### config.mk
export PLATFORM = sky130hd
export DESIGN_NAME = c2d_ram
export DESIGN_NICKNAME = d
export VERILOG_FILES = /design/src/sv/assert_macros.svh /design/src/sv/c2d_ram.sv
export SDC_FILE = /design/constraint.sdc
export NUM_CORES = 2
export LEC_CHECK = 0
export BUFFER_PORTS_ARGS = -buffer_cell sky130_fd_sc_hd__buf_2
export CORE_AREA = 2 2 359 361
export CTS_CLUSTER_SIZE = 16
export DETAILED_ROUTE_END_ITERATION = 12
export DIE_AREA = 0 0 361 363
export PLACE_DENSITY = 0.79
export SLEW_MARGIN = 30
export SYNTH_ARGS = -nofsm -noshare
export SYNTH_HDL_FRONTEND = slang
export SYNTH_SLANG_ARGS = --single-unit
### constraint.sdc
create_clock -name clk -period 2.62 [get_ports clk]
set_input_delay 0.131 -clock clk [delete_from_list [all_inputs] [get_ports clk]]
set_output_delay 0.131 -clock clk [all_outputs]
set_load 0.02 [all_outputs]
### src/sv/assert_macros.svh
// ----------------------------------------------------------------------------
// Assertion macros
// Shorthand for concurrent checks on clk, with and without reset masking.
// ----------------------------------------------------------------------------
`ifndef ASSERT_MACROS_SVH
`define ASSERT_MACROS_SVH

// check that is masked while arst_n is low
`define C2D_ASSERT(lbl, prop, msg) \
	lbl: assert property (@(posedge clk) disable iff (!arst_n) (prop)) else $error(msg);

// check that also holds while reset is applied
`define C2D_ASSERT_ALWAYS(lbl, prop, msg) \
	lbl: assert property (@(posedge clk) (prop)) else $error(msg);

`endif

### src/sv/c2d_ram.sv
// ----------------------------------------------------------------------------
// c2d_ram
// Generic single-write, single-read RAM with registered read data.
// ----------------------------------------------------------------------------
`default_nettype none

module c2d_ram #(
	parameter int WIDTH = 8,
	parameter int DEPTH = 256
) (
	input  wire logic                     clk,
	input  wire logic                     we,
	input  wire logic [$clog2(DEPTH)-1:0] waddr,
	input  wire logic [WIDTH-1:0]         wdata,
	input  wire logic                     re,
	input  wire logic [$clog2(DEPTH)-1:0] raddr,
	output logic      [WIDTH-1:0]         rdata
);

	logic [WIDTH-1:0] mem_q [DEPTH];

	always_ff @(posedge clk) begin
		if (we) begin
			mem_q[waddr] <= wdata;
		end
		if (re) begin
			rdata <= mem_q[raddr];
		end
	end

endmodule

`default_nettype wire

==> impl_metrics.ini <==
[worst_setup_path]
critPathKind = flop to flop
slowest_delay_ns = 0.51
critical_path.startpoint = mem_q[154][3]$_DFFE_PP_
arrival_ns = 3.18
cp-endpoint = rdata[3]$_DFFE_PP_
crit_path_start_kind = flop
critPathMaxFanout = 1
worstRegToRegCells = 6
worstReg2RegStart = mem_q[154][3]$_DFFE_PP_
crit_slowest_cell = nor4_4
cp.required_ns = 3.17
r2r_setup_slack_ns = -0.01
reg2reg_to = rdata[3]$_DFFE_PP_
crit_chain = mux4_2 > a22oi_1 > a21oi_1 > nor4_4 > buf_4 > nor4_1
end_kind = flop

[timing]
hold_viol = 0
period_minus_slack_ns = 2.63
fin_crit_sh = 1.00
finalClockSkew_ns = 0.0243
setup_viol = 1
report.final.slew_viol_count = 0
max_freq_ghz = 0.380
maxSlewHeadroom = 0.339
tightest_slew_ns = 0.991
fin_ws_ns = -0.0128
holdWs_ns = 0.0695
rsz0062_at_grt = no

[final_layout]
final_nets = 4367
syn_to_final_growth_pct = 15.8
fin_util = 0.726
drive_above_1_share = 0.308
finalNonFillerCells = 6163
n_fill_cell = 6662

[die]
dieArea_um2 = 131000
start_util = 0.627
rows = 131
die_y_um = 363
core_um2 = 127000
ios = 35
die_x_um = 361

[clock_tree]
clk_latency_ns = 0.83
cts_root_buf = clkbuf_16
clk_path_buf_depth = 3
tritoncts = done
clkTransAtPathRegs_ns = 0.06
cts.sinks = 2056
htree_levels = 4
cts_buffers = 194

[logic_synthesis]
yosysTopAreaCellShare = 0.775
syn_nets = 3760
syn_area_um2 = 79600
yosys.area.top_type = edfxtp_1
synth_area_leaders = edfxtp_1 (78%), mux4_2 (13%), mux2i_1 (1.7%), nor2_1 (1.3%), a22oi_1 (1.3%)
synth_cell_types = 54
ys_seq_area_frac = 0.775
netlist_instances = 3733
yosys_warnings = 0
syn_area_per_cell_um2 = 21.3
ys_ff_latch = 2056

[power]
p_per_area_nw_per_um2 = 730
p_leak_nw = 29.8
ir_drop_mv = 0.762

[worst_hold_path]
hold_path.class = input port to flop

[placement]
place.detailed.hpwl_um = 125000
place_congestion = 0.910
dp.cells = 5793
numPortBuffers = 34

[routing]
route.vias.total = 42800
first_iter_violations = 7335
wl_per_cell_um = 33.1
first_pass_iters = 8
vias_per_cell = 6.95
drc = 0
wirelength_um = 204000
antenna_left = 0

[grt]
track_usage = 0.317
grt_pass1_vias = 43200
grt_overflow = 0
antenna_found_initial = 11
grt_pass1_wl_um = 297000
grt_max_degree = 105

[outcome]
status = finished with violations
violations = setup timing

[job]
max_cap_viol_count = 0
flip-flops by register name (all words and copies together), names as in the netlist:
| name | flops |
|---|---|
| mem_q | 2048 |
| rdata | 8 |
final cells by class:
type,count,area (µm²),area share
Antenna cell,5,12.5,0.000136
Clock buffer,241,5070,0.0550
Clock inverter,111,1040,0.0112
Inverter,2,7.51,0.0000814
Multi-Input combinational cell,1442,16600,0.180
Sequential cell,2056,61700,0.669
Tap cell,1662,2080,0.0225
Timing Repair Buffer,644,5710,0.0619
power by group:
group / internal, W / switching (W)
logic: 0.00144 / 0.00229
clock network: 0.0154 / 0.0119
registers: 0.0363 / 0.0000546
total: 0.0531 / 0.0142
Yosys cell counts, drive strengths merged:
library cell	count
a2111oi	5
a211oi	16
a21boi	1
a21oi	96
a221oi	14
a22o	8
a22oi	133
a311oi	2
a31oi	2
and2	6
and3	1
and3b	2
buf	122
clkbuf	111
clkinv	1
edfxtp	2056
inv	1
mux2	1
mux2i	134
mux4	456
nand2	33
nand2b	8
nand3	34
nand3b	2
nand4	10
nor2	282
nor2b	31
nor3	22
nor3b	1
nor4	27
nor4b	1
o211ai	10
o21ai	12
o221ai	47
o22a	5
o22ai	28
o311ai	1
o32ai	5
or2	4
or2b	1
or3b	1
repair_timing:
item / 4_1_cts / 5_1_grt
endpoints found under the setup margin: 5 / 4
gates cloned: 0 / 0
resized for setup: 8 / 5
buffers inserted: 0 / 0
hold buffers: 13 / 0
hold endpoints to repair: 478 / 0
cell usage in the layout, fill, tap and decap left out, types with 17 or more instances in the layout:
cell | netlist | layout
nor2b_1 | 31 | 28
o22ai_1 | 28 | 28
clkbuf_16 | 0 | 196
edfxtp_1 | 2056 | 2056
clkinv_1 | 1 | 40
clkinv_2 | 0 | 38
mux2i_1 | 134 | 134
mux4_2 | 454 | 454
o221ai_1 | 46 | 46
nor2_1 | 282 | 279
buf_12 | 8 | 67
a22oi_1 | 133 | 133
nand2_1 | 33 | 33
clkbuf_1 | 111 | 45
nand3_1 | 34 | 34
nor3_1 | 22 | 19
nor4_1 | 24 | 17
buf_2 | 31 | 23
bufinv_16 | 0 | 17
a21oi_1 | 96 | 96
buf_4 | 27 | 531
per-stage QoR:
| step | TNS [ns] | setup slack [ns] | total power, W | instance area, µm² |
|---|---|---|---|---|
| floorplan | 0 | 0.413 | 0.0388 | 79600 |
| global placement | -3.39 | -0.636 | 0.0405 | 85900 |
| detailed placement | -3.75 | -0.745 | 0.0406 | 85900 |
| CTS | 0 | 0.0209 | 0.0674 | 92200 |
| global route | 0 | 0.00703 | 0.0688 | 92200 |
| finish | -0.0128 | -0.0128 | 0.0673 | 92200 |
worst max-delay path, delay by kind of cell, from the launching register on:
family | cells | cell delay [ns]
AO/OA/AOI/OAI | 2 | 0.76
buffers and inverters | 1 | 0.20
flip-flops | 1 | 0.36
multiplexers | 1 | 0.50
AND/OR/NAND/NOR | 2 | 0.55
layer usage:
metal,up-vias,GRT usage,share of wire
li1,16900,-,-
met1,21800,0.425,0.34
met2,3470,0.506,0.48
met3,609,0.0755,0.13
met4,8,0.142,0.050
met5,-,0,0.00027
cell families after synthesis:
logic type / Yosys count / share of synthesized area
AO/OA/AOI/OAI: 385 / 0.0342
buffers and inverters: 235 / 0.0183
flip-flops: 2056 / 0.775
multiplexers: 591 / 0.146
AND/OR/NAND/NOR: 466 / 0.0263
worst min-delay path by stage:
stage | startpoint | to | slack (ns) | cells after the start
after floorplan | wdata[0] | mem_q[0][0]$_DFFE_PP_ | 0.23 | 0
after global placement | re | rdata[1]$_DFFE_PP_ | 0.53 | 1
after detailed placement | re | rdata[1]$_DFFE_PP_ | 0.53 | 1
after CTS | waddr[7] | mem_q[237][1]$_DFFE_PP_ | 0.01 | 4
after global routing | waddr[7] | mem_q[237][7]$_DFFE_PP_ | 0.08 | 4
final | waddr[7] | mem_q[237][1]$_DFFE_PP_ | 0.07 | 4
No activity file was read; power rests on OpenSTA's default activity.
