===== config.mk =====
export PLATFORM = sky130hd
export DESIGN_NAME = c2d_jobgen
export DESIGN_NICKNAME = d
export VERILOG_FILES = /design/src/sv/assert_macros.svh /design/src/sv/c2d_pkg.sv /design/src/sv/c2d_jobgen.sv
export SDC_FILE = /design/constraint.sdc
export NUM_CORES = 1
export LEC_CHECK = 0
export BUFFER_PORTS_ARGS = -buffer_cell sky130_fd_sc_hd__buf_2
export CORE_ASPECT_RATIO = 1.25
export CORE_MARGIN = 5
export CORE_UTILIZATION = 35
export CTS_BUF_LIST = sky130_fd_sc_hd__clkbuf_16
export DETAILED_ROUTE_END_ITERATION = 6
export HOLD_SLACK_MARGIN = 0.1
export PLACE_DENSITY = 0.6
export SYNTH_ARGS = -nofsm -noshare
export SYNTH_HDL_FRONTEND = slang
export SYNTH_SLANG_ARGS = --single-unit

===== constraint.sdc =====
create_clock -name clk -period 4.03 [get_ports clk]
set_clock_uncertainty 0.1 [all_clocks]
set_input_delay 1.0075 -clock clk [delete_from_list [all_inputs] [get_ports clk]]
set_output_delay 1.0075 -clock clk [all_outputs]
set_load 0.005 [all_outputs]

===== src/sv/assert_macros.svh =====
// ----------------------------------------------------------------------------
// Assertion macros
// Shorthand for concurrent checks on clk, with and without reset masking.
// ----------------------------------------------------------------------------
`ifndef ASSERT_MACROS_SVH
`define ASSERT_MACROS_SVH

// check that is masked while arst_n is low
`define C2D_ASSERT(lbl, prop, msg) \
	lbl: assert property (@(posedge clk) disable iff (!arst_n) (prop)) else $error(msg);

// check that also holds while reset is applied
`define C2D_ASSERT_ALWAYS(lbl, prop, msg) \
	lbl: assert property (@(posedge clk) (prop)) else $error(msg);

`endif


===== src/sv/c2d_pkg.sv =====
// ----------------------------------------------------------------------------
// c2d_pkg
// Shared constants, types and helpers of the 3x3 convolution block.
// ----------------------------------------------------------------------------
`default_nettype none

package c2d_pkg;

	localparam int KERNEL_SIZE = 3;
	localparam int TAPS        = KERNEL_SIZE * KERNEL_SIZE;
	localparam int MAX_COLS    = 2048;
	localparam int MAX_ROWS    = 4096;

	localparam int PIX_W  = 8;
	localparam int ROW_W  = 12;
	localparam int COL_W  = 11;
	localparam int COEF_W = 16;
	localparam int SUM_W  = 28;
	localparam int PROD_W = COEF_W + PIX_W + 1;

	localparam int ROWS_REG_W = 13;
	localparam int COLS_REG_W = 12;
	localparam int COEF_ROW_W = COEF_W * KERNEL_SIZE;
	localparam int CFG_IDX_W  = 3;
	localparam int CFG_DATA_W = COEF_ROW_W;

	localparam logic [CFG_IDX_W-1:0] REG_FRAME_ROWS = 3'd0;
	localparam logic [CFG_IDX_W-1:0] REG_FRAME_COLS = 3'd1;
	localparam logic [CFG_IDX_W-1:0] REG_COEF_TOP   = 3'd2;
	localparam logic [CFG_IDX_W-1:0] REG_COEF_MID   = 3'd3;
	localparam logic [CFG_IDX_W-1:0] REG_COEF_BOT   = 3'd4;

	localparam logic [ROWS_REG_W-1:0] ROWS_RESET = 13'd480;
	localparam logic [COLS_REG_W-1:0] COLS_RESET = 12'd640;

	// pixel after the line-store lookup, entering the window
	typedef struct packed {
		logic             valid;
		logic [PIX_W-1:0] px;
		logic [PIX_W-1:0] top;
		logic [PIX_W-1:0] mid;
		logic [ROW_W-1:0] row;
		logic [COL_W-1:0] col;
	} c2d_pix_t;

	// one result on its way down the MAC chain
	typedef struct packed {
		logic                      valid;
		logic [ROW_W-1:0]          row;
		logic [COL_W-1:0]          col;
		logic                      last;
		logic signed [SUM_W-1:0]   sum;
		logic [TAPS-1:0][PIX_W-1:0] tap;
	} c2d_beat_t;

	// last row index: clamp(v, 2, MAX_ROWS) - 1
	function automatic logic [ROW_W-1:0] rows_last(input logic [ROWS_REG_W-1:0] v);
		logic [ROWS_REG_W-1:0] t;
		begin
			if (v < ROWS_REG_W'(2)) t = ROWS_REG_W'(2);
			else if (v > ROWS_REG_W'(MAX_ROWS)) t = ROWS_REG_W'(MAX_ROWS);
			else t = v;
			rows_last = ROW_W'(t - ROWS_REG_W'(1));
		end
	endfunction

	// last column index: clamp(v, 2, MAX_COLS) - 1
	function automatic logic [COL_W-1:0] cols_last(input logic [COLS_REG_W-1:0] v);
		logic [COLS_REG_W-1:0] t;
		begin
			if (v < COLS_REG_W'(2)) t = COLS_REG_W'(2);
			else if (v > COLS_REG_W'(MAX_COLS)) t = COLS_REG_W'(MAX_COLS);
			else t = v;
			cols_last = COL_W'(t - COLS_REG_W'(1));
		end
	endfunction

endpackage

`default_nettype wire


===== src/sv/c2d_jobgen.sv =====
// ----------------------------------------------------------------------------
// c2d_jobgen
// 3x3 window of column cells and the sequencer that issues up to four
// results per pixel, each from a shifted, zero-filled view of the window.
// ----------------------------------------------------------------------------
`default_nettype none

module c2d_jobgen
	import c2d_pkg::*;
(
	input  wire logic             clk,
	input  wire logic             arst_n,
	input  wire logic             en,
	input  wire c2d_pix_t         din,
	input  wire logic [ROW_W-1:0] last_row,
	input  wire logic [COL_W-1:0] last_col,
	output logic                  take,
	output logic                  multi,
	output c2d_beat_t             job
);

	// pending results: 0 own, 1 right edge, 2 bottom edge, 3 corner
	logic [3:0]       pend_q;
	logic [3:0]       low;
	logic [3:0]       mask;
	logic [PIX_W-1:0] win_q [KERNEL_SIZE][KERNEL_SIZE];
	logic [ROW_W-1:0] rm1_q;
	logic [COL_W-1:0] cm1_q;
	logic             dr;
	logic             dc;

	assign low   = pend_q & (~pend_q + 4'd1);
	assign multi = (pend_q & (pend_q - 4'd1)) != 4'd0;
	assign take  = !multi;
	assign dr    = low[2] | low[3];
	assign dc    = low[1] | low[3];

	always_comb begin
		mask[0] = (din.row != '0) && (din.col != '0);
		mask[1] = (din.row != '0) && (din.col == last_col);
		mask[2] = (din.row == last_row) && (din.col != '0);
		mask[3] = (din.row == last_row) && (din.col == last_col);
	end

	always_ff @(posedge clk or negedge arst_n) begin
		if (!arst_n) begin
			pend_q <= '0;
		end else if (en) begin
			if (take) begin
				pend_q <= din.valid ? mask : 4'd0;
			end else begin
				pend_q <= pend_q & ~low;
			end
		end
	end

	// window columns shift left, cleared at a row's first pixel; column 2 takes the new pixel column
	always_ff @(posedge clk) begin
		if (en && take && din.valid) begin
			rm1_q <= din.row - ROW_W'(1);
			cm1_q <= din.col - COL_W'(1);
			for (int i = 0; i < KERNEL_SIZE; i++) begin
				win_q[i][0] <= (din.col == '0) ? '0 : win_q[i][1];
				win_q[i][1] <= (din.col == '0) ? '0 : win_q[i][2];
			end
			win_q[0][2] <= din.top;
			win_q[1][2] <= din.mid;
			win_q[2][2] <= din.px;
		end
	end

	always_comb begin
		job       = '0;
		job.valid = pend_q != 4'd0;
		job.row   = dr ? last_row : rm1_q;
		job.col   = dc ? last_col : cm1_q;
		job.last  = (pend_q & ~low) == 4'd0;
		job.sum   = '0;
		for (int a = 0; a < KERNEL_SIZE; a++) begin
			for (int b = 0; b < KERNEL_SIZE; b++) begin
				if ((2 - a + int'(dr) < KERNEL_SIZE) && (2 - b + int'(dc) < KERNEL_SIZE)) begin
					job.tap[a * KERNEL_SIZE + b] = win_q[2 - a + int'(dr)][2 - b + int'(dc)];
				end
			end
		end
	end

endmodule

`default_nettype wire


==> key figures <==
Outcome
  – Status: completed

Worst setup path
  – Flop-to-flop setup slack: 1.74 ns
  – Buffer and inverter count on the worst path: 2
  – Worst reg-to-reg path cell count: 3
  – Max incr delay on CP: 0.54 ns
  – Kind of critical path: flop to output pin
  – Cell family with most CP delay: compound AO/OA/AOI/OAI gates
  – Worst-path fanout max: 23
  – Crit path capture type: output pin
  – Critical R2R Capture: rm1_q[1]
  – Critical Path RT: 2.92 ns
  – Reg2reg start: pend_q[3]
  – Worst-path cell chain: nor2b_1, o21ba_2, buf_12, mux2i_1, mux2i_1, buf_2
  – Crit path launch type: flop
  – Top cell by count, worst path: mux2i_1
  – Worst EP arrival: 2.49 ns
  – Slowest CP cell: o21ba_2

Route
  – DRC viols: 0
  – Vias/cell: 4.76
  – Total number of vias: 4434
  – Pre-antenna DRT Iters: 4
  – Antenna Violating Nets Remaining: 0
  – Final WL: 15000 um
  – DRT iter0 DRCs: 256
  – Drt wl/cell: 16.1 um

Floorplan
  – Die ar.: 0.0195 mm2
  – Floorplan row count: 53
  – Die W: 126 um
  – Core box area: 0.0166 mm2
  – Die height: 155 um
  – Initial Util: 0.353
  – Ports: 201

Clock network
  – Clk buf depth: 2
  – Clock root buffer: clkbuf_16
  – Clock-pin slew on the worst setup and hold paths: 0.07 ns
  – PostCTS Resize Cnt: 0
  – Post-CTS Setup Inserts: 0
  – Clk_lat worst skew: 0.34 ns
  – CTS tree: built
  – Hold Buf Count CTS: 0
  – CTS Buf Count: 9
  – H-tree depth: 3
  – Clock sink total: 99

STA
  – RSZ-0062 raised after global routing: false
  – Setup tns final: 0 ns
  – Setup-failing EPs final: 0
  – Fmax: 0.278 GHz
  – Final worst-path cycle share: 0.893
  – Fin. Hold Viols: 0
  – Final worst slack: 0.431 ns
  – Pins Over Slew Limit: 0
  – Slew headroom: 0.569
  – Worst-Margin Slew: 0.640 ns
  – Post-route minimum period: 3.60 ns

Global route
  – M1 GR Usage: 0.177
  – GRT Overall Usage: 0.152
  – Pin count of the biggest net entering global routing: 49
  – GRT met3 Usage: 0.0330
  – Vias in the first global route: 4686
  – Initial antenna violation count: 1
  – First-pass GRT wire length: 23700 um
  – Global route hottest layer: met2
  – Overflow after GRT: 0
  – Grt met2 use: 0.270

Yosys
  – Ys Warns: 0
  – Largest cells by area after synthesis: edfxtp_1, mux2i_1, nand2_1
  – Synth Register Bits: 99
  – Post-synthesis cell count: 541
  – Post-synth top area cell: edfxtp_1
  – Post-synthesis sequential area ratio: 0.502
  – Cell Area, Synth: 0.00588 mm2
  – Post-synth top area share: 0.485
  – Async SR Flop Fraction: 0.0404
  – EDFF count, synth: 95
  – Netlist cell types: 40
  – Synth Area per Inst: 10.9 um2
  – Top FF cell, synth: edfxtp_1

Power
  – PwrDens: 324 mW/mm2
  – Leakage: 0.00331 uW
  – Worst VDD drop: 0.158 mV
  – Total power: 2340 uW

Placed design
  – # port buffers: 172
  – Post-DP HPWL: 11300 um
  – Pre-CTS setup slack: 0.773 ns
  – Post-place instance area: 0.00691 mm2
  – Routability congestion estimate: 0.855

Min path
  – Worst Hold Class: input pin to async pin

Final layout
  – Fin area: 0.00722 mm2
  – Layout cell share with drive strength beyond 1: 0.329
  – Commonest cells after routing, fill and taps aside: buf_2, nand2_1, edfxtp_1
  – Area Growth Syn to Fin: 22.8%
  – Final Net Count: 784
  – Commonest non-fill, non-tap cell in the layout: buf_2
  – Final design utilization: 0.434

Job
  – Max-capacitance violation count: 0
-- worst register-to-register path: stages (launching register included) --
cell and delay [ns]:
dfrtp_1 0.46, a211oi_1 0.45, o311a_4 0.50, buf_4 0.43
-- stage by stage --
step | instances | hold WS [ns]
floorplan | 568 | 0.448
global placement | 915 | 0.473
detailed placement | 915 | 0.481
CTS | 931 | 0.335
global route | 932 | 0.334
finish | 932 | 0.352
-- area by class of cell --
type	instances	area [um2]
antenna	1	2.50
clock buffer	9	225
clock inverter	7	83.8
fill	1639	9420
inverter	8	30.0
multi-input combinational	403	2670
sequential	99	2950
tap	220	275
timing repair buffer	185	983
-- registers in the layout, summed over array words and instances (netlist names) --
register and count:
pend_q 4, cm1_q 11, rm1_q 12, win_q 72
-- power by group --
part	internal [uW]	switching (uW)	total [uW]
Sequential	1180	26.0	1200
Clock	537	364	900
Combinational	112	128	240
-- synthesized netlist by cell type (9+ instances only) --
cell type	count
buf_2	15
nand2_1	120
buf_4	29
nor2_1	20
xor2_1	35
and2_4	20
edfxtp_1	95
mux2i_1	60
and2_1	28
clkbuf_1	9
a21oi_1	20
nor3_1	11
-- metal layers --
metal	vias to the layer above	part of all wire
met5	-	0
met4	0	0.029
met3	22	0.057
met2	146	0.52
met1	2113	0.40
li1	2153	-
-- worst max-delay path by stage --
stage	start	depth (start not counted)	to
6_report	pend_q[3]	6	job[44]
5_1_grt	pend_q[3]	6	job[65]
4_1_cts	pend_q[3]	6	job[44]
3_5_place_dp	pend_q[3]	6	job[44]
3_3_place_gp	pend_q[3]	6	job[41]
2_1_floorplan	en	3	pend_q[1]
-- kinds of logic (layout without fill, tap and decap cells) --
group           Yosys count  count (layout)  synth area share
xor+xnor                 41              41            0.0611
mux                      68              68             0.133
flops                    99              99             0.502
other cells               1              29          0.000638
buf+inv                  66             209            0.0677
fa+ha+maj                 4               4           0.00851
simple gates            230             230             0.196
compound gates           32              32            0.0309
No activity file was read; power rests on OpenSTA's default activity.
