$ cat config.mk
export PLATFORM = sky130hd
export DESIGN_NAME = c2d_mac_cell
export DESIGN_NICKNAME = d
export VERILOG_FILES = /design/src/sv/assert_macros.svh /design/src/sv/c2d_pkg.sv /design/src/sv/c2d_mac_cell.sv
export SDC_FILE = /design/constraint.sdc
export NUM_CORES = 1
export LEC_CHECK = 0
export BUFFER_PORTS_ARGS = -buffer_cell sky130_fd_sc_hd__clkbuf_2
export CORE_UTILIZATION = 45
export DETAILED_ROUTE_END_ITERATION = 8
export PLACE_DENSITY = 0.67
export SYNTH_ARGS = -nofsm -noshare
export SYNTH_HDL_FRONTEND = slang
export SYNTH_SLANG_ARGS = --single-unit
$ cat constraint.sdc
create_clock -name clk -period 2.1 [get_ports clk]
set_input_delay 0.42 -clock clk [delete_from_list [all_inputs] [get_ports clk]]
set_output_delay 0.42 -clock clk [all_outputs]
set_load 0.01 [all_outputs]
$ cat src/sv/assert_macros.svh
// ----------------------------------------------------------------------------
// Assertion macros
// Shorthand for concurrent checks on clk, with and without reset masking.
// ----------------------------------------------------------------------------
`ifndef ASSERT_MACROS_SVH
`define ASSERT_MACROS_SVH

// check that is masked while arst_n is low
`define C2D_ASSERT(lbl, prop, msg) \
	lbl: assert property (@(posedge clk) disable iff (!arst_n) (prop)) else $error(msg);

// check that also holds while reset is applied
`define C2D_ASSERT_ALWAYS(lbl, prop, msg) \
	lbl: assert property (@(posedge clk) (prop)) else $error(msg);

`endif

$ cat src/sv/c2d_pkg.sv
// ----------------------------------------------------------------------------
// c2d_pkg
// Shared constants, types and helpers of the 3x3 convolution block.
// ----------------------------------------------------------------------------
`default_nettype none

package c2d_pkg;

	localparam int KERNEL_SIZE = 3;
	localparam int TAPS        = KERNEL_SIZE * KERNEL_SIZE;
	localparam int MAX_COLS    = 2048;
	localparam int MAX_ROWS    = 4096;

	localparam int PIX_W  = 8;
	localparam int ROW_W  = 12;
	localparam int COL_W  = 11;
	localparam int COEF_W = 16;
	localparam int SUM_W  = 28;
	localparam int PROD_W = COEF_W + PIX_W + 1;

	localparam int ROWS_REG_W = 13;
	localparam int COLS_REG_W = 12;
	localparam int COEF_ROW_W = COEF_W * KERNEL_SIZE;
	localparam int CFG_IDX_W  = 3;
	localparam int CFG_DATA_W = COEF_ROW_W;

	localparam logic [CFG_IDX_W-1:0] REG_FRAME_ROWS = 3'd0;
	localparam logic [CFG_IDX_W-1:0] REG_FRAME_COLS = 3'd1;
	localparam logic [CFG_IDX_W-1:0] REG_COEF_TOP   = 3'd2;
	localparam logic [CFG_IDX_W-1:0] REG_COEF_MID   = 3'd3;
	localparam logic [CFG_IDX_W-1:0] REG_COEF_BOT   = 3'd4;

	localparam logic [ROWS_REG_W-1:0] ROWS_RESET = 13'd480;
	localparam logic [COLS_REG_W-1:0] COLS_RESET = 12'd640;

	// pixel after the line-store lookup, entering the window
	typedef struct packed {
		logic             valid;
		logic [PIX_W-1:0] px;
		logic [PIX_W-1:0] top;
		logic [PIX_W-1:0] mid;
		logic [ROW_W-1:0] row;
		logic [COL_W-1:0] col;
	} c2d_pix_t;

	// one result on its way down the MAC chain
	typedef struct packed {
		logic                      valid;
		logic [ROW_W-1:0]          row;
		logic [COL_W-1:0]          col;
		logic                      last;
		logic signed [SUM_W-1:0]   sum;
		logic [TAPS-1:0][PIX_W-1:0] tap;
	} c2d_beat_t;

	// last row index: clamp(v, 2, MAX_ROWS) - 1
	function automatic logic [ROW_W-1:0] rows_last(input logic [ROWS_REG_W-1:0] v);
		logic [ROWS_REG_W-1:0] t;
		begin
			if (v < ROWS_REG_W'(2)) t = ROWS_REG_W'(2);
			else if (v > ROWS_REG_W'(MAX_ROWS)) t = ROWS_REG_W'(MAX_ROWS);
			else t = v;
			rows_last = ROW_W'(t - ROWS_REG_W'(1));
		end
	endfunction

	// last column index: clamp(v, 2, MAX_COLS) - 1
	function automatic logic [COL_W-1:0] cols_last(input logic [COLS_REG_W-1:0] v);
		logic [COLS_REG_W-1:0] t;
		begin
			if (v < COLS_REG_W'(2)) t = COLS_REG_W'(2);
			else if (v > COLS_REG_W'(MAX_COLS)) t = COLS_REG_W'(MAX_COLS);
			else t = v;
			cols_last = COL_W'(t - COLS_REG_W'(1));
		end
	endfunction

endpackage

`default_nettype wire

$ cat src/sv/c2d_mac_cell.sv
// ----------------------------------------------------------------------------
// c2d_mac_cell
// One tap of the MAC chain: adds coef * tap to the running sum, passes on.
// ----------------------------------------------------------------------------
`default_nettype none

module c2d_mac_cell
	import c2d_pkg::*;
(
	input  wire logic                    clk,
	input  wire logic                    arst_n,
	input  wire logic                    en,
	input  wire logic [COEF_W-1:0]       coef,
	input  wire logic [PIX_W-1:0]        tap,
	input  wire c2d_beat_t               din,
	output c2d_beat_t                    dout
);

	logic signed [PROD_W-1:0] prod;
	logic                     valid_q;
	c2d_beat_t                data_q;
	c2d_beat_t                data_nxt;

	assign prod = PROD_W'($signed(coef) * $signed({1'b0, tap}));

	// beat as it leaves this cell: running sum grown by this tap
	always_comb begin
		data_nxt     = din;
		data_nxt.sum = din.sum + SUM_W'(prod);
	end

	always_ff @(posedge clk or negedge arst_n) begin
		if (!arst_n) begin
			valid_q <= 1'b0;
		end else if (en) begin
			valid_q <= din.valid;
		end
	end

	always_ff @(posedge clk) begin
		if (en) begin
			data_q <= data_nxt;
		end
	end

	always_comb begin
		dout       = data_q;
		dout.valid = valid_q;
	end

endmodule

`default_nettype wire

==> results of run 1 <==
[timing repair]
item                                    CTS  global route
setup buffers                            17            16
pin swaps                                87            87
cloned                                    1             1
gates resized for setup                 147            93
hold endpoints to repair                  1             0
endpoints found under the setup margin   26            26
hold buffers                              1             0
[cell usage in the layout (no fill, tap or decap), types with 3 or more instances in the layout]
cell type	count
buf_4	123
xnor2_1	9
a21o_1	4
fa_2	21
o211ai_1	5
buf_12	6
and2_4	18
clkbuf_16	23
nand3_1	7
nor2_1	9
a21oi_1	14
ha_1	31
clkinv_2	4
nor3_1	4
fa_1	107
a21oi_4	10
nand2_2	14
inv_6	3
o21ai_2	6
clkbuf_8	3
edfxtp_1	124
inv_2	21
and2_1	58
nor3_4	3
xor2_1	8
nor2_2	5
nor2_4	4
nand2_4	11
clkinvlp_4	4
buf_6	41
ha_4	30
inv_1	160
o21ai_0	4
clkbuf_2	257
nand2_1	57
nand3_4	4
a21oi_2	9
nand4_1	5
[registers in the layout, indices dropped and copies added, names as in the netlist]
signal / flops
dout: 124
valid_q: 1
[worst max path at each step]
| stage | depth (start not counted) | from | endpoint |
|---|---|---|---|
| final | 20 | coef[15] | dout[98] |
| after global routing | 19 | coef[15] | dout[97] |
| after CTS | 19 | tap[3] | dout[96] |
| after detailed placement | 16 | tap[1] | dout[98] |
| after global placement | 16 | tap[1] | dout[98] |
| after floorplan | 17 | tap[5] | dout[96] |
[cells by family after synthesis]
family	synth area share, %
DFF	38.68
xor gates and xnor gates	1.717
AOI/OAI and AO/OA	5.320
muxes	0.3357
buffers and inverters	7.915
adders and majority gates	34.32
and+or+nand+nor	11.71
[routing by layer]
| metal | vias to the layer above | share of wire, % | wire, um | track usage (%) |
|---|---|---|---|---|
| met3 | 42 | 4.9 | 1250 | 3.609 |
| met4 | 0 | 2.1 | 530 | 6.939 |
| li1 | 3585 | - | - | - |
| met1 | 3756 | 39 | 9917 | 26.97 |
| met5 | - | 0 | 0 | 0 |
| met2 | 220 | 54 | 13980 | 44.84 |
[through the flow]
stage,setup TNS [ps],area [um^2]
finish,-55920,14610
global route,-59020,14610
CTS,-55550,14170
detailed placement,-71590,12810
global placement,-70310,12810
floorplan,-56330,10270
[layout make-up]
cell class / count / area (um^2)
Clock buffer: 18 / 429.2
Inverter: 182 / 685.7
Tap cell: 275 / 344.1
Clock inverter: 13 / 93.84
Multi-Input combinational cell: 513 / 6290
Fill cell: 1599 / 6481
Sequential cell: 125 / 3749
Timing Repair Buffer: 439 / 3015
[synth_stat cells, types with 3 or more instances]
| master | instances | area [um^2] |
|---|---|---|
| a21oi_1 | 32 | 160.2 |
| clkbuf_1 | 16 | 60.06 |
| nand3_1 | 12 | 60.06 |
| a21o_1 | 4 | 30.03 |
| o21ai_0 | 10 | 50.05 |
| edfxtp_1 | 124 | 3724 |
| xor2_1 | 8 | 70.07 |
| nand4_1 | 5 | 31.28 |
| nor3_1 | 9 | 45.04 |
| and3_1 | 4 | 25.02 |
| ha_1 | 61 | 763.2 |
| nand2_1 | 82 | 307.8 |
| and2_1 | 75 | 469.2 |
| a211oi_1 | 4 | 30.03 |
| xnor2_1 | 11 | 96.34 |
| fa_1 | 128 | 2562 |
| o21a_1 | 3 | 22.52 |
| nor2_1 | 18 | 67.56 |
| nor4_1 | 4 | 25.02 |
| o211ai_1 | 5 | 37.54 |
| inv_1 | 182 | 683.2 |
==> flow_summary.yaml, run 1 <==
detailed_routing:
  wl_per_cell_um: 16.41
  drt-vias-per-instance: 4.858
  routed_wl_um: 25680
  first_iter_violations: 296
  firstDrtPassIters: 5
  ant_nets: 0
  drc: 0
  via_count: 7603
yosys:
  synthDistinctLibCells: 53
  synth-seq-area-share_pct: 38.68
  syn_inst: 839
  synth-warning-count: 0
  syn-cell-area_um2: 9691
  synthArstFlopShare_pct: 0.8000
  synth.avg_cell_area_um2: 11.55
  syn_nets: 1180
  ys_ff_latch: 125
  synth_ff_type: "edfxtp_1"
  synth_edf_count: 124
die:
  fp-row-count: 53
  die-height_um: 148.7
  die_area_um2: 22130
  start_util_pct: 45.95
  core_area_um2: 21090
  io_pins: 277
  fp.dieW_um: 148.7
global_route:
  overflow: 0
  grt_pass1_vias: 7988
  grt_usage_pct: 23.53
  grt_max_degree: 51
  grt_pass1_wl_um: 39740
  antenna_found_initial: 0
timing:
  max_clock_freq_mhz: 213.5
  finalHoldViolations: 0
  finalCriticalPeriod_ps: 4684
  slew_headroom_pct: 74.78
  worstMarginPinSlew_ps: 378.3
  finalMaxSlewViolations: 0
  worst_slack_ps: -2584
  setup_viol: 26
  rsz0062_at_grt: "true"
  skew_ps: 0
  hold-worst-slack_ps: 182.0
  post-route-period-util_pct: 223.1
critical_path:
  cp_max_fo: 7
  crit_top_cell: "fa_1"
  r2r_setup_slack_ps: 1350
  crit_slowest_cell: "fa_2"
  crit_chain: "clkbuf_16, and2_4, fa_2, inv_2, buf_4, fa_2, fa_1, inv_1, fa_1, inv_1, fa_1, inv_2, ha_4, buf_6, a21oi_4, o21bai_1, a21oi_2, mux2i_1, nand2_1, a311oi_2"
  critPathMaxStageDelay_ps: 600
  path_class: "primary input to register"
  path_buf_inv: 7
  critPathTopFamily: "adder cells"
  r2r_start: "valid_q"
  cp_data_arrival_time_ps: 4910
  start_kind: "primary input"
  end_kind: "register"
  required_ps: 2320
  ff2ff_path_depth: 1
  rr_endpoint: "valid_q"
placed_design:
  gp_congestion: 0.8620
  numPortBuffers: 276
  dp_hpwl_um: 20060
  dp_cells: 1503
  preCtsSetupSlack_ps: -3228
clock_tree:
  htreeDepth: 4
  cts_tree: "yes"
  path_clk_slew_ps: 60
  cts_buffers: 17
  cts.sinks: 125
  cts_root_buffer: "clkbuf_16"
  clk_latency_ps: 400
  clk_path_buf_depth: 2
run:
  drv_cap: 0
outcome:
  outcome: "finished with violations"
  violations: "negative setup slack"
finish:
  num_antenna_cells: 0
  final_layout_size_suffix_gt1_share_pct: 50.85
  finish.utilization_pct: 69.27
  area_growth_pct: 50.73
  fin_cells: 1565
  finalNetCount: 1619
worst_hold_path:
  hold_end: "dout[3]"
  worstHoldPathType: "primary input to register"
  min_path_cells: 1
  hold_start: "din[3]"
Power of run 1 is left out: the tool's default activity adds up to more than one toggle a clock period on the data nets, which glitch-free logic cannot reach.
==> inputs of run 2 (changes only) <==
--- a/config.mk
+++ b/config.mk
@@ -9,6 +9,7 @@
 export CORE_UTILIZATION = 45
 export DETAILED_ROUTE_END_ITERATION = 8
 export PLACE_DENSITY = 0.67
+export SKIP_LAST_GASP = 1
 export SYNTH_ARGS = -nofsm -noshare
 export SYNTH_HDL_FRONTEND = slang
 export SYNTH_SLANG_ARGS = --single-unit
==> flow_summary.yaml, run 2 (synthesis gave the netlist of run 1 again) <==
outcome:
  outcome: "finished with violations"
  violations: "negative setup slack"
run:
  drv_cap: 0
finish:
  finalInstanceArea_um2: 14510
  largest_reg_flops: 124
  final_common_cell: "clkbuf_2"
  nFillCells: 1631
  num_antenna_cells: 0
  final_layout_size_suffix_gt1_share_pct: 50.23
  register_area_um2: 3749
  finalNetCount: 1617
  multi_input_area_um2: 6240
  layout_common_cells: "clkbuf_2, inv_1, buf_4"
  area_growth_pct: 49.68
  fin_cells: 1563
critical_path:
  path_class: "primary input to register"
  cp_max_fo: 7
  critPathMaxStageDelay_ps: 600
  end_kind: "register"
  r2r_setup_slack_ps: 1350
  critPathTopFamily: "adder cells"
  crit_top_cell: "fa_1"
  required_ps: 2320
  crit_slowest_cell: "fa_2"
  cp_data_arrival_time_ps: 4920
  path_buf_inv: 7
  crit_chain: "clkbuf_16, and2_4, fa_2, inv_2, buf_4, fa_2, fa_1, inv_1, fa_1, inv_1, fa_1, inv_2, ha_4, buf_4, a21oi_4, o21bai_1, a21oi_2, mux2i_1, nand2_1, a311oi_2"
  start_kind: "primary input"
timing:
  worst_slack_ps: -2592
  tns_ps: -55060
  hold-worst-slack_ps: 184.1
  finalHoldViolations: 0
  slew_headroom_pct: 74.58
  skew_ps: 0
  finalCriticalPeriod_ps: 4692
  max_clock_freq_mhz: 213.1
  setup_viol: 26
  rsz0062_at_grt: "true"
  post-route-period-util_pct: 223.4
  worstMarginPinSlew_ps: 381.2
  finalMaxSlewViolations: 0
pwr:
  p_leak_nw: 6.934
  ir_drop_v: 0.001511
  powerDensity_nw_per_um2: 2123
  finalPower_w: 0.03079
global_route:
  grt_max_degree: 51
  antenna_found_initial: 0
  overflow: 0
  grt_pass1_wl_um: 39540
  grt_usage_pct: 23.39
  grt_pass1_vias: 7995
detailed_routing:
  via_count: 7618
  firstDrtPassIters: 5
  wl_per_cell_um: 16.41
  routed_wl_um: 25640
  drc: 0
  ant_nets: 0
  drt-vias-per-instance: 4.874
  first_iter_violations: 301
clock_tree:
  cts_root_buffer: "clkbuf_16"
  path_clk_slew_ps: 60
  cts_buffers: 17
  htreeDepth: 4
  cts_tree: "yes"
  clk_path_buf_depth: 2
  clk_latency_ps: 400
  cts.sinks: 125
die:
  die_area_um2: 22130
  die-height_um: 148.7
  fp.dieW_um: 148.7
  io_pins: 277
  start_util_pct: 45.95
  fp-row-count: 53
  core_area_um2: 21090
placed_design:
  gp_congestion: 0.8620
  numPortBuffers: 276
  dp_cells: 1503
  dp_hpwl_um: 20060
  place_area_um2: 12810
worst_hold_path:
  worstHoldPathType: "primary input to register"
[run 2: worst paths after layout]
kind	startpoint	to	depth (start not counted)
min in group asynchronous	arst_n	valid_q	2
hold reg to reg	valid_q	valid_q	1
hold / removal	din[3]	dout[3]	1
max in group asynchronous	arst_n	valid_q	2
setup / recovery	coef[15]	dout[98]	20
setup reg to reg	valid_q	valid_q	1
[run 2: area by class of cell]
type / count / area share (%)
Timing Repair Buffer: 437 / 20.43
Clock inverter: 13 / 0.6469
Sequential cell: 125 / 25.84
Tap cell: 275 / 2.372
Clock buffer: 18 / 2.959
Multi-Input combinational cell: 513 / 43.02
Inverter: 182 / 4.727
[run 2: what timing repair did]
item	4_1_cts	5_1_grt
endpoints found under the setup margin	26	26
pin swaps	86	85
setup buffers	17	10
hold endpoints to repair	1	0
resized for setup	129	96
cloned	1	3
hold buffers	1	0
[run 2: per-stage QoR]
step | worst slack, ps | utilization, %
2_1_floorplan | -2646 | -
3_3_place_gp | -3125 | 60.76
3_5_place_dp | -3228 | 60.76
4_1_cts | -2636 | 66.86
5_1_grt | -2735 | 68.78
6_report | -2592 | 68.78
[run 2: power by group]
part / total, W / internal, W / switching, W / leakage, nW
clock: 0.00260 / 0.00150 / 0.00110 / 0.249
sequential: 0.00393 / 0.00381 / 0.000123 / 1.23
combinational: 0.0243 / 0.0123 / 0.0119 / 5.46
total: 0.0308 / 0.0176 / 0.0132 / 6.93
[run 2: metal layers]
layer | vias up | track usage (%) | share of wire [%]
li1 | 3580 | - | -
met1 | 3750 | 26.93 | 39
met2 | 247 | 44.44 | 54
met3 | 41 | 3.609 | 5.2
met4 | 0 | 6.837 | 2.0
met5 | - | 0 | 0
(Power assumes the default switching activity.)
==> inputs of run 3 (changes only) <==
==> constraint.sdc (replaced) <==
create_clock -name clk -period 5.2 [get_ports clk]
set_input_delay 1.04 -clock clk [delete_from_list [all_inputs] [get_ports clk]]
set_output_delay 1.04 -clock clk [all_outputs]
set_load 0.01 [all_outputs]
==> flow_summary.yaml, run 3 (synthesis gave the netlist of run 1 again) <==
outcome:
  outcome: "finished with violations"
  violations: "negative setup slack"
run:
  drv_cap: 0
timing:
  post-route-period-util_pct: 101.6
  rsz0062_at_grt: "true"
  setup_viol: 2
  worst_slack_ps: -85.34
  worstMarginPinSlew_ps: 743.2
  slew_headroom_pct: 50.45
  finalHoldViolations: 0
  finalMaxSlewViolations: 0
  finalCriticalPeriod_ps: 5285
  skew_ps: 0
  max_clock_freq_mhz: 189.2
placed_design:
  preCtsSetupSlack_ps: -731.9
  gp_congestion: 0.8597
  dp_hpwl_um: 19480
  numPortBuffers: 276
  place_area_um2: 12500
pwr:
  powerDensity_nw_per_um2: 854.8
  p_leak_nw: 6.680
  ir_drop_v: 0.0005270
die:
  core_area_um2: 21090
  start_util_pct: 45.95
  die-height_um: 148.7
  fp.dieW_um: 148.7
  die_area_um2: 22130
  io_pins: 277
  fp-row-count: 53
global_route:
  grt_usage_pct: 21.96
  overflow: 0
  grt_pass1_vias: 7494
  antenna_found_initial: 0
  grt_pass1_wl_um: 37510
  grt_max_degree: 126
clock_tree:
  path_clk_slew_ps: 60
  cts_tree: "yes"
  cts_buffers: 17
  cts.sinks: 125
  htreeDepth: 4
  clk_latency_ps: 410
  cts_root_buffer: "clkbuf_16"
  clk_path_buf_depth: 2
critical_path:
  start_kind: "primary input"
  path_class: "primary input to register"
  cp_max_fo: 7
  end_kind: "register"
  required_ps: 5350
  cp_data_arrival_time_ps: 5440
detailed_routing:
  wl_per_cell_um: 15.92
  drt-vias-per-instance: 4.793
  first_iter_violations: 264
  ant_nets: 0
  routed_wl_um: 24270
  drc: 0
  via_count: 7305
  firstDrtPassIters: 4
finish:
  area_growth_pct: 42.89
  final_common_cell: "clkbuf_2"
  layout_common_cells: "clkbuf_2, inv_1, edfxtp_1"
  final_layout_size_suffix_gt1_share_pct: 44.84
  largest_reg_flops: 124
  finalInstanceArea_um2: 13850
  num_antenna_cells: 0
  finalNetCount: 1577
worst_hold_path:
  worstHoldPathType: "primary input to asynchronous set/reset pin"
-- run 3: cell count changes in the layout (fill, tap and decap cells not counted), sizes merged --
cell / previous run / this run
clkinv: 6 / 4
buf: 169 / 130
dlygate4sd3: 1 / 0
clkbuf: 285 / 284
inv: 185 / 190
clkinvlp: 4 / 3
-- run 3: where the power goes --
part,internal (W),leakage (nW),total [W],switching (W)
registers,0.00154,1.23,0.00158,0.0000439
logic,0.00453,5.18,0.00912,0.00459
clock network,0.000636,0.273,0.00114,0.000504
total,0.00670,6.68,0.0118,0.00514
-- run 3: final cells by class --
type	instances	area, um^2
Fill cell	1652	7241
Multi-Input combinational cell	513	5988
Sequential cell	125	3749
Timing Repair Buffer	397	2505
Inverter	182	685.7
Clock buffer	17	425.4
Tap cell	275	344.1
Clock inverter	15	150.1
-- run 3: per-layer routing --
layer | share of wire [%] | up-vias | GRT usage, %
met3 | 5.1 | 28 | 3.028
li1 | - | 3508 | -
met2 | 51 | 217 | 38.08
met1 | 42 | 3552 | 28.45
met5 | 0 | - | 0
met4 | 1.9 | 0 | 7.041
-- run 3: path summary, 6_finish.rpt --
check	cells after the start	slack, ps	startpoint	end
setup / recovery	17	-90	tap[0]	dout[96]
hold / removal	1	390	arst_n	valid_q
min in group clk	1	520	valid_q	valid_q
max in group asynchronous	1	4720	arst_n	valid_q
setup reg to reg	1	4450	valid_q	valid_q
hold reg to reg	1	520	valid_q	valid_q
-- run 3: metrics by stage --
| step | total power [W] | util (%) | std cells | setup TNS (ps) | hold slack [ps] |
|---|---|---|---|---|---|
| 2_1_floorplan | 0.006677 | - | 839 | -1075 | 481.9 |
| 3_3_place_gp | 0.008987 | 59.28 | 1482 | -10070 | 503.3 |
| 3_5_place_dp | 0.009106 | 59.28 | 1482 | -11080 | 509.2 |
| 4_1_cts | 0.01086 | 63.77 | 1519 | -53.44 | 370.4 |
| 5_1_grt | 0.01281 | 65.66 | 1524 | -937.2 | 372.5 |
| 6_report | 0.01184 | 65.66 | 1524 | -107.7 | 391.6 |
-- run 3: what timing repair did --
item                       in CTS  in global routing
pin swaps                      32                 51
setup endpoints to repair      16                 12
buffers inserted                4                  6
resized for setup              68                 91
hold buffers                    0                  0
cloned                          1                  0
-- run 3: worst max-delay path, stage by stage --
cell       delay (ps)
clkbuf_16         140
nand2_4            50
fa_1              530
inv_1              50
fa_1              500
fa_1              500
fa_1              490
inv_1              50
fa_1              480
inv_2              40
ha_4              240
a21oi_4           220
o221ai_4          150
nor4b_4           310
nand4_1           180
and2_4            210
o221a_1           240
